### config.mk
export PLATFORM = sky130hd
export DESIGN_NAME = json_string_unescape_utf8
export DESIGN_NICKNAME = d
export VERILOG_FILES = /design/src/hdl/jsu_pkg.sv /design/src/hdl/json_string_unescape_utf8.sv /design/src/hdl/jsu_front.sv /design/src/hdl/jsu_fifo.sv /design/src/hdl/jsu_back.sv
export SDC_FILE = /design/constraint.sdc
export NUM_CORES = 1
export LEC_CHECK = 0
export BUFFER_PORTS_ARGS = -buffer_cell sky130_fd_sc_hd__buf_2
export CAP_MARGIN = 20
export CORE_MARGIN = 2
export CORE_UTILIZATION = 50
export DETAILED_ROUTE_END_ITERATION = 8
export PLACE_DENSITY = 0.66
export SLEW_MARGIN = 20
export SYNTH_ARGS = -nofsm -noshare
export SYNTH_HDL_FRONTEND = slang
export SYNTH_HIERARCHICAL = 1
export SYNTH_SLANG_ARGS = --single-unit
### constraint.sdc
create_clock -name clk -period 3.7 [get_ports clk]
set_input_delay 0 -clock clk [delete_from_list [all_inputs] [get_ports clk]]
set_output_delay 0 -clock clk [all_outputs]
set_load 0.01 [all_outputs]
### src/hdl/jsu_pkg.sv
// Shared types, constants and helper functions for the JSON string unescaper.
// Used by jsu_front, jsu_fifo, jsu_back and json_string_unescape_utf8.
package jsu_pkg;

  typedef enum logic [2:0] {
    PH_WAIT    = 3'd0,
    PH_BODY    = 3'd1,
    PH_ESC     = 3'd2,
    PH_HEX1    = 3'd3,
    PH_SEEK_BS = 3'd4,
    PH_SEEK_U  = 3'd5,
    PH_HEX2    = 3'd6
  } phase_t;

  localparam logic [3:0] ERR_NONE        = 4'd0;
  localparam logic [3:0] ERR_NO_QUOTE    = 4'd1;
  localparam logic [3:0] ERR_CONTROL     = 4'd2;
  localparam logic [3:0] ERR_OPEN_ESC    = 4'd3;
  localparam logic [3:0] ERR_BAD_ESC     = 4'd4;
  localparam logic [3:0] ERR_SHORT_UNI   = 4'd5;
  localparam logic [3:0] ERR_BAD_HEX     = 4'd6;
  localparam logic [3:0] ERR_UNPAIRED    = 4'd7;
  localparam logic [3:0] ERR_BAD_LOW_HEX = 4'd8;
  localparam logic [3:0] ERR_UNTERM      = 4'd9;

  localparam logic [7:0] CH_QUOTE     = 8'h22;
  localparam logic [7:0] CH_BACKSLASH = 8'h5C;
  localparam logic [7:0] CH_U         = 8'h75;
  localparam logic [7:0] CH_SPACE     = 8'h20;

  localparam logic [15:0] HI_SURR_MIN = 16'hD800;
  localparam logic [15:0] HI_SURR_MAX = 16'hDBFF;
  localparam logic [15:0] LO_SURR_MIN = 16'hDC00;
  localparam logic [15:0] LO_SURR_MAX = 16'hDFFF;
  localparam logic [20:0] SUPP_BASE   = 21'h10000;

  typedef struct packed {
    logic [1:0]      last_idx;
    logic [3:0][7:0] bytes;
  } utf8_t;

  typedef struct packed {
    logic            is_byte;
    logic            done;
    logic [3:0]      err;
    logic [1:0]      last_idx;
    logic [3:0][7:0] bytes;
  } cmd_t;

  function automatic logic [4:0] hex_decode(input logic [7:0] c);
    logic [4:0] r;
    r = 5'd0;
    if (c >= 8'h30 && c <= 8'h39) begin
      r = {1'b1, c[3:0]};
    end else if ((c >= 8'h61 && c <= 8'h66) || (c >= 8'h41 && c <= 8'h46)) begin
      r = {1'b1, c[3:0] + 4'd9};
    end
    return r;
  endfunction

  function automatic logic [8:0] simple_escape(input logic [7:0] c);
    logic [8:0] r;
    r = 9'd0;
    unique case (c)
      8'h22:   r = {1'b1, 8'h22};
      8'h5C:   r = {1'b1, 8'h5C};
      8'h2F:   r = {1'b1, 8'h2F};
      8'h62:   r = {1'b1, 8'h08};
      8'h66:   r = {1'b1, 8'h0C};
      8'h6E:   r = {1'b1, 8'h0A};
      8'h72:   r = {1'b1, 8'h0D};
      8'h74:   r = {1'b1, 8'h09};
      default: r = 9'd0;
    endcase
    return r;
  endfunction

  function automatic utf8_t utf8_encode(input logic [20:0] cp);
    utf8_t r;
    r = '0;
    if (cp <= 21'h7F) begin
      r.last_idx = 2'd0;
      r.bytes[0] = cp[7:0];
    end else if (cp <= 21'h7FF) begin
      r.last_idx = 2'd1;
      r.bytes[0] = {3'b110, cp[10:6]};
      r.bytes[1] = {2'b10, cp[5:0]};
    end else if (cp <= 21'hFFFF) begin
      r.last_idx = 2'd2;
      r.bytes[0] = {4'b1110, cp[15:12]};
      r.bytes[1] = {2'b10, cp[11:6]};
      r.bytes[2] = {2'b10, cp[5:0]};
    end else begin
      r.last_idx = 2'd3;
      r.bytes[0] = {5'b11110, cp[20:18]};
      r.bytes[1] = {2'b10, cp[17:12]};
      r.bytes[2] = {2'b10, cp[11:6]};
      r.bytes[3] = {2'b10, cp[5:0]};
    end
    return r;
  endfunction

endpackage

### src/hdl/json_string_unescape_utf8.sv
// JSON string unescaper to UTF-8: top level joining parser front end, queue and back end.
// An accepted byte's command, if any, is stored in the queue, then in the output register.
// Throughput: one input byte per cycle while the queue is not full and each byte yields
// at most one result; a multi-byte escape leaves the single output register byte by byte.
// Reset (rst_n low, synchronous) returns the parser to waiting for an opening quote and
// empties the queue and output register. Depends on jsu_pkg and the three submodules.
module json_string_unescape_utf8 import jsu_pkg::*; #(
  parameter int FIFO_DEPTH = 2
) (
  input  logic       clk,
  input  logic       rst_n,
  input  logic       in_valid,
  output logic       in_ready,
  input  logic [7:0] in_text_byte,
  input  logic       in_end_of_text,
  output logic       out_valid,
  input  logic       out_ready,
  output logic [7:0] out_byte,
  output logic       out_byte_valid,
  output logic       out_string_done,
  output logic [3:0] out_error_code,
  output logic       out_last
);

  logic in_fire, full, cmd_push, head_vld, pop;
  cmd_t cmd, head_cmd;

  assign in_ready = !full;
  assign in_fire  = in_valid && in_ready;

  jsu_front u_front (
    .clk            (clk),
    .rst_n          (rst_n),
    .in_fire        (in_fire),
    .in_text_byte   (in_text_byte),
    .in_end_of_text (in_end_of_text),
    .cmd_push       (cmd_push),
    .cmd            (cmd)
  );

  jsu_fifo #(.DEPTH(FIFO_DEPTH)) u_fifo (
    .clk      (clk),
    .rst_n    (rst_n),
    .push     (cmd_push),
    .push_cmd (cmd),
    .pop      (pop),
    .full     (full),
    .head_vld (head_vld),
    .head_cmd (head_cmd)
  );

  jsu_back u_back (
    .clk             (clk),
    .rst_n           (rst_n),
    .head_vld        (head_vld),
    .head_cmd        (head_cmd),
    .pop             (pop),
    .out_valid       (out_valid),
    .out_ready       (out_ready),
    .out_byte        (out_byte),
    .out_byte_valid  (out_byte_valid),
    .out_string_done (out_string_done),
    .out_error_code  (out_error_code),
    .out_last        (out_last)
  );

endmodule

### src/hdl/jsu_front.sv
// Front end: parser state machine that classifies each input byte into a command.
// Depends on jsu_pkg.
module jsu_front import jsu_pkg::*; (
  input  logic       clk,
  input  logic       rst_n,
  input  logic       in_fire,
  input  logic [7:0] in_text_byte,
  input  logic       in_end_of_text,
  output logic       cmd_push,
  output cmd_t       cmd
);

  phase_t      phase_r, phase_nxt;
  logic [1:0]  cnt_r, cnt_nxt;
  logic [15:0] acc_r, acc_nxt;
  logic [9:0]  hs_r, hs_nxt;

  logic        cmd_vld;
  logic [4:0]  hex;
  logic [8:0]  esc;
  logic [15:0] acc_new;
  logic [20:0] pair_cp;
  utf8_t       enc;

  always_ff @(posedge clk) begin
    if (!rst_n) begin
      phase_r <= PH_WAIT;
      cnt_r   <= 2'd0;
      acc_r   <= 16'd0;
      hs_r    <= 10'd0;
    end else if (in_fire) begin
      phase_r <= phase_nxt;
      cnt_r   <= cnt_nxt;
      acc_r   <= acc_nxt;
      hs_r    <= hs_nxt;
    end
  end

  assign hex     = hex_decode(in_text_byte);
  assign esc     = simple_escape(in_text_byte);
  assign acc_new = {acc_r[11:0], hex[3:0]};
  assign pair_cp = SUPP_BASE + {1'b0, hs_r, acc_new[9:0]};
  assign cmd_push = in_fire && cmd_vld;

  always_comb begin
    phase_nxt = phase_r;
    cnt_nxt   = cnt_r;
    acc_nxt   = acc_r;
    hs_nxt    = hs_r;
    cmd_vld   = 1'b0;
    cmd       = '0;
    enc       = '0;
    if (in_end_of_text) begin
      cmd_vld   = 1'b1;
      phase_nxt = PH_WAIT;
      cnt_nxt   = 2'd0;
      acc_nxt   = 16'd0;
      hs_nxt    = 10'd0;
      unique case (phase_r)
        PH_WAIT: cmd.err = ERR_NO_QUOTE;
        PH_BODY: cmd.err = ERR_UNTERM;
        PH_ESC:  cmd.err = ERR_OPEN_ESC;
        PH_HEX1: cmd.err = ERR_SHORT_UNI;
        default: cmd.err = ERR_UNPAIRED;
      endcase
    end else begin
      unique case (phase_r)
        PH_WAIT: begin
          if (in_text_byte == CH_QUOTE) begin
            phase_nxt = PH_BODY;
          end else begin
            cmd_vld = 1'b1;
            cmd.err = ERR_NO_QUOTE;
          end
        end
        PH_BODY: begin
          if (in_text_byte == CH_QUOTE) begin
            cmd_vld   = 1'b1;
            cmd.done  = 1'b1;
            phase_nxt = PH_WAIT;
          end else if (in_text_byte < CH_SPACE) begin
            cmd_vld   = 1'b1;
            cmd.err   = ERR_CONTROL;
            phase_nxt = PH_WAIT;
          end else if (in_text_byte == CH_BACKSLASH) begin
            phase_nxt = PH_ESC;
          end else begin
            cmd_vld       = 1'b1;
            cmd.is_byte   = 1'b1;
            cmd.bytes[0]  = in_text_byte;
          end
        end
        PH_ESC: begin
          if (in_text_byte == CH_U) begin
            phase_nxt = PH_HEX1;
            cnt_nxt   = 2'd0;
            acc_nxt   = 16'd0;
          end else if (esc[8]) begin
            phase_nxt    = PH_BODY;
            cmd_vld      = 1'b1;
            cmd.is_byte  = 1'b1;
            cmd.bytes[0] = esc[7:0];
          end else begin
            cmd_vld   = 1'b1;
            cmd.err   = ERR_BAD_ESC;
            phase_nxt = PH_WAIT;
          end
        end
        PH_HEX1, PH_HEX2: begin
          if (!hex[4]) begin
            cmd_vld   = 1'b1;
            cmd.err   = (phase_r == PH_HEX1) ? ERR_BAD_HEX : ERR_BAD_LOW_HEX;
            phase_nxt = PH_WAIT;
            cnt_nxt   = 2'd0;
            acc_nxt   = 16'd0;
            hs_nxt    = 10'd0;
          end else if (cnt_r != 2'd3) begin
            cnt_nxt = cnt_r + 2'd1;
            acc_nxt = acc_new;
          end else begin
            cnt_nxt = 2'd0;
            acc_nxt = 16'd0;
            if (phase_r == PH_HEX1) begin
              if (acc_new >= HI_SURR_MIN && acc_new <= HI_SURR_MAX) begin
                hs_nxt    = acc_new[9:0];
                phase_nxt = PH_SEEK_BS;
              end else if (acc_new >= LO_SURR_MIN && acc_new <= LO_SURR_MAX) begin
                cmd_vld   = 1'b1;
                cmd.err   = ERR_UNPAIRED;
                phase_nxt = PH_WAIT;
                hs_nxt    = 10'd0;
              end else begin
                phase_nxt    = PH_BODY;
                enc          = utf8_encode({5'd0, acc_new});
                cmd_vld      = (acc_new != 16'd0);
                cmd.is_byte  = 1'b1;
                cmd.last_idx = enc.last_idx;
                cmd.bytes    = enc.bytes;
              end
            end else begin
              if (acc_new < LO_SURR_MIN || acc_new > LO_SURR_MAX) begin
                cmd_vld   = 1'b1;
                cmd.err   = ERR_UNPAIRED;
                phase_nxt = PH_WAIT;
                hs_nxt    = 10'd0;
              end else begin
                phase_nxt    = PH_BODY;
                hs_nxt       = 10'd0;
                enc          = utf8_encode(pair_cp);
                cmd_vld      = 1'b1;
                cmd.is_byte  = 1'b1;
                cmd.last_idx = enc.last_idx;
                cmd.bytes    = enc.bytes;
              end
            end
          end
        end
        PH_SEEK_BS: begin
          if (in_text_byte == CH_BACKSLASH) begin
            phase_nxt = PH_SEEK_U;
          end else begin
            cmd_vld   = 1'b1;
            cmd.err   = ERR_UNPAIRED;
            phase_nxt = PH_WAIT;
            hs_nxt    = 10'd0;
          end
        end
        PH_SEEK_U: begin
          if (in_text_byte == CH_U) begin
            phase_nxt = PH_HEX2;
            cnt_nxt   = 2'd0;
            acc_nxt   = 16'd0;
          end else begin
            cmd_vld   = 1'b1;
            cmd.err   = ERR_UNPAIRED;
            phase_nxt = PH_WAIT;
            hs_nxt    = 10'd0;
          end
        end
        default: begin
          phase_nxt = PH_WAIT;
          cnt_nxt   = 2'd0;
          acc_nxt   = 16'd0;
          hs_nxt    = 10'd0;
        end
      endcase
    end
  end

endmodule

### src/hdl/jsu_fifo.sv
// Short command queue between the parser front end and the output back end.
// Depends on jsu_pkg for the command type.
module jsu_fifo import jsu_pkg::*; #(
  parameter int DEPTH = 2
) (
  input  logic clk,
  input  logic rst_n,
  input  logic push,
  input  cmd_t push_cmd,
  input  logic pop,
  output logic full,
  output logic head_vld,
  output cmd_t head_cmd
);

  localparam int PW = $clog2(DEPTH);
  localparam int CW = $clog2(DEPTH + 1);

  cmd_t          mem_r [DEPTH];
  logic [PW-1:0] wr_ptr_r, wr_ptr_nxt;
  logic [PW-1:0] rd_ptr_r, rd_ptr_nxt;
  logic [CW-1:0] count_r, count_nxt;

  assign full     = (count_r == CW'(DEPTH));
  assign head_vld = (count_r != '0);
  assign head_cmd = mem_r[rd_ptr_r];

  always_comb begin
    wr_ptr_nxt = wr_ptr_r;
    rd_ptr_nxt = rd_ptr_r;
    count_nxt  = count_r;
    if (push) begin
      wr_ptr_nxt = (wr_ptr_r == PW'(DEPTH - 1)) ? '0 : wr_ptr_r + PW'(1);
    end
    if (pop) begin
      rd_ptr_nxt = (rd_ptr_r == PW'(DEPTH - 1)) ? '0 : rd_ptr_r + PW'(1);
    end
    if (push && !pop) begin
      count_nxt = count_r + CW'(1);
    end else if (pop && !push) begin
      count_nxt = count_r - CW'(1);
    end
  end

  always_ff @(posedge clk) begin
    if (!rst_n) begin
      wr_ptr_r <= '0;
      rd_ptr_r <= '0;
      count_r  <= '0;
    end else begin
      wr_ptr_r <= wr_ptr_nxt;
      rd_ptr_r <= rd_ptr_nxt;
      count_r  <= count_nxt;
    end
  end

  always_ff @(posedge clk) begin
    if (push) begin
      mem_r[wr_ptr_r] <= push_cmd;
    end
  end

  a_no_overflow: assert property (@(posedge clk) disable iff (!rst_n) full |-> !push)
    else $error("push into full queue");
  a_no_underflow: assert property (@(posedge clk) disable iff (!rst_n) !head_vld |-> !pop)
    else $error("pop from empty queue");
  a_count_bound: assert property (@(posedge clk) disable iff (!rst_n)
    count_r <= CW'(DEPTH))
    else $error("queue count out of range");

endmodule

### src/hdl/jsu_back.sv
// Back end: expands queued commands into the output register, one result per cycle unless out_ready stalls.
// Depends on jsu_pkg.
module jsu_back import jsu_pkg::*; (
  input  logic       clk,
  input  logic       rst_n,
  input  logic       head_vld,
  input  cmd_t       head_cmd,
  output logic       pop,
  output logic       out_valid,
  input  logic       out_ready,
  output logic [7:0] out_byte,
  output logic       out_byte_valid,
  output logic       out_string_done,
  output logic [3:0] out_error_code,
  output logic       out_last
);

  logic [1:0] idx_r, idx_nxt;
  logic       vld_r, vld_nxt;
  logic [7:0] byte_r;
  logic       bv_r, done_r, last_r;
  logic [3:0] err_r;
  logic       load, is_last;

  assign load    = head_vld && (!vld_r || out_ready);
  assign is_last = !head_cmd.is_byte || (idx_r == head_cmd.last_idx);
  assign pop     = load && is_last;

  always_comb begin
    idx_nxt = idx_r;
    vld_nxt = vld_r;
    if (load) begin
      idx_nxt = is_last ? 2'd0 : idx_r + 2'd1;
      vld_nxt = 1'b1;
    end else if (out_ready) begin
      vld_nxt = 1'b0;
    end
  end

  always_ff @(posedge clk) begin
    if (!rst_n) begin
      idx_r <= 2'd0;
      vld_r <= 1'b0;
    end else begin
      idx_r <= idx_nxt;
      vld_r <= vld_nxt;
    end
  end

  always_ff @(posedge clk) begin
    if (load) begin
      byte_r <= head_cmd.is_byte ? head_cmd.bytes[idx_r] : 8'd0;
      bv_r   <= head_cmd.is_byte;
      done_r <= head_cmd.done;
      err_r  <= head_cmd.err;
      last_r <= is_last;
    end
  end

  assign out_valid       = vld_r;
  assign out_byte        = byte_r;
  assign out_byte_valid  = bv_r;
  assign out_string_done = done_r;
  assign out_error_code  = err_r;
  assign out_last        = last_r;

  a_status_is_last: assert property (@(posedge clk) disable iff (!rst_n)
    vld_r && (done_r || err_r != ERR_NONE) |-> last_r)
    else $error("done or error result not marked last");
  a_one_kind: assert property (@(posedge clk) disable iff (!rst_n)
    vld_r |-> $onehot({bv_r, done_r, err_r != ERR_NONE}))
    else $error("result carries more than one kind");
  a_idx_clear: assert property (@(posedge clk) disable iff (!rst_n)
    pop |=> idx_r == 2'd0)
    else $error("byte index not cleared after command");

endmodule

==> flow_metrics.tcl <==
set metrics [dict create \
    cp-endpoint "u_fifo/mem_r[0][0]" \
    path_class "reg2reg" \
    synth_area_leaders "edfxtp_1 37%, dfxtp_1 9.2%, mux2_2 6.2%, nand2_1 2.4%, nor2_1 2.4%" \
    whs_ns 0.0367 \
    rsz0062_at_grt "no" \
    rows 45 \
    synth-main-ff-cell "edfxtp_1" \
    finalNetCount 759 \
    clk_latency_ns 0.42 \
    cts_sinks 130 \
    overflow 0 \
    slowest_stage "or4_1" \
    yosys_warnings 6 \
    fmax_mhz 291 \
    clkTransAtPathRegs_ns 0.06 \
    fp.dieArea_sq_um 16300 \
    syn_inst 707 \
    total_power_mw 4.71 \
    drv_slew 0 \
    ys_ff_latch 130 \
    synth_cell_types 89 \
    htree_num_levels 4 \
    p_per_area_nw_per_um2 543 \
    power.leakage_nw 3.00 \
    drive_above_1_share 0.234 \
    synth.avg_cell_area_sq_um 10.8 \
    post_cts_buffers 0 \
    hold_path_class "in2reg" \
    r2r_start "u_front/acc_r[3]" \
    cts_tree "yes" \
    fin_skew_ns 0.00724 \
    required_ns 3.85 \
    maxCapViolCount 0 \
    slowest_delay_ns 0.60 \
    cts_max_path_buffers 2 \
    fin_crit_sh 0.928 \
    setup_viol_count_final 0 \
    dp_slack_ns 0.286 \
    synthToLayoutAreaGrowth_pct 13.6 \
    hold_viol_final 0 \
    critPathMostFrequentCell "or3_1" \
    post-dp-hpwl_mm 15.0 \
    synth_area_sq_um 7630 \
    cts.root.buffer_cell "clkbuf_16" \
    antennaDiodeCount 0 \
    numCtsBuffers 17 \
    status "completed" \
    gp_congestion 1.03 \
    slew_headroom 0.328 \
    worstPathCellList "nand4_1 > or3_1 > or3_1 > or4_1 > o21ai_4 > a211oi_1 > o31ai_1" \
    cts_resized 0 \
    ioPinCount 30 \
    yosysTopAreaCell "edfxtp_1" \
    routed-via-count 6026 \
    fin_crit_ns 3.43 \
    setup_slack_ns 0.266 \
    initial_utilization 0.508 \
    worstMarginPinSlew_ns 1.01 \
    route.antenna.remaining_nets 0 \
    die-width_microns 128 \
    final_util 0.577 \
    crit_arrival_ns 3.58 \
    synthTopCellsByCount "95 x edfxtp_1, 49 x nand2_1, 49 x nor2_1" \
    drc_errors 0 \
    synthArstFlopShare 0 \
    critPathLaunchType "flip-flop" \
    synth_edf_count 95 \
    core_sq_um 15000 \
    grt_max_degree 41 \
    drt-initial-drc-count 738 \
    dr.pass1.iters 5 \
    grt_pass1_vias 5907 \
    globalRouteTotalUtil 0.266 \
    ir_drop_mv 0.335 \
    fin_setup_tns_ns 0 \
    antenna_found_initial 0 \
    synth_most_common_cell "edfxtp_1" \
    routed_wl_mm 21.1 \
    synth_top_cell_area_share 0.374 \
    reg2reg_slack_ns 0.27 \
    grt_pass1_wl_mm 33.0 \
    worstPathMaxFanout 9 \
    r2r-end "u_fifo/mem_r[0][0]" \
    cp-end-kind "flip-flop" \
    seq_area_frac_synth 0.465 \
    io_buffers 29 \
    critPathLaunch "u_front/acc_r[3]" \
    r2r_cells 7 \
    viasPerCell 6.42 \
    routedWlPerCell_microns 22.5 \
    die_h_microns 128 \
]
-- critical path, delay by kind of cell (launching register included) --
kind             cells  cell delay, ns
flip-flops           1            0.54
AO/OA/AOI/OAI        3            0.86
AND/OR/NAND/NOR      4            1.75
-- registers in the layout, summed over array words and instances (netlist names), named ones only --
name                    count
u_fifo/rd_ptr_r             1
u_front/hs_r               10
u_back/out_byte_valid       1
u_fifo/mem_r               80
u_back/out_error_code       4
u_front/acc_r              12
u_front/phase_r             3
u_back/out_byte             8
u_front/cnt_r               2
u_fifo/wr_ptr_r             1
u_back/out_valid            1
u_back/idx_r                2
u_back/out_last             1
u_fifo/count_r              2
u_back/out_string_done      1
-- layer usage --
layer	global-route usage	wire length, microns
met1	0.363	9250
met2	0.415	9750
met3	0.0582	1400
met4	0.109	700
met5	0	0
-- kinds of logic (layout without fill, tap and decap cells) --
family / Yosys count / after routing / share of synthesized area
adders and majority gates: 8 / 8 / 0.0131
buffers and inverters: 62 / 104 / 0.0370
xor gates and xnor gates: 8 / 8 / 0.00918
and+or+nand+nor: 258 / 258 / 0.191
other: 1 / 3 / 0.000491
muxes: 62 / 62 / 0.102
AOI/OAI and AO/OA: 178 / 178 / 0.181
DFF: 130 / 130 / 0.465
-- metrics by stage --
stage | instances | instance area, sq um
after CTS | 939 | 8670
after detailed placement | 906 | 8020
after global routing | 939 | 8670
after global placement | 906 | 8020
after floorplan | 709 | 7640
final | 939 | 8670
-- report_power, final --
part / internal, mW / leakage [nW] / switching [mW]
logic: 0.462 / 1.49 / 0.504
clock network: 1.15 / 0.313 / 0.652
registers: 1.84 / 1.19 / 0.0928
total: 3.46 / 3.00 / 1.25
-- repair_timing --
| action | in CTS | in global routing |
|---|---|---|
| endpoints found under the setup margin | 0 | 0 |
| hold buffers | 1 | 0 |
| hold endpoints to repair | 1 | 0 |
-- final cells by class --
| cell class | count | area (sq um) |
|---|---|---|
| Clock buffer | 18 | 439 |
| Clock inverter | 14 | 201 |
| Fill cell | 1266 | 6360 |
| Inverter | 17 | 63.8 |
| Multi-Input combinational cell | 517 | 3810 |
| Sequential cell | 130 | 3550 |
| Tap cell | 188 | 235 |
| Timing Repair Buffer | 55 | 368 |
-- worst min path at each step --
stage,start,to,slack (ns),cells after the start
2_1_floorplan,rst_n,u_fifo/wr_ptr_r,0.12,1
3_3_place_gp,out_ready,u_back/out_valid,0.33,3
3_5_place_dp,out_ready,u_back/out_valid,0.34,3
4_1_cts,rst_n,u_fifo/wr_ptr_r,0.04,2
5_1_grt,rst_n,u_fifo/wr_ptr_r,0.07,2
6_report,rst_n,u_fifo/wr_ptr_r,0.04,2
-- cells in the final DEF, fill, tap and decap left out, drive strengths merged, types with 11 or more instances in the layout --
cell,instances
and2,22
edfxtp,95
a22o,12
buf,54
o21ai,32
nand2,49
a21boi,12
inv,19
mux2i,12
nand2b,11
dfxtp,35
mux2,42
nor2,51
a211oi,11
nor3,24
nor2b,12
a21oi,30
nand3,26
clkbuf,18
Power figures use the tool's default switching activity.
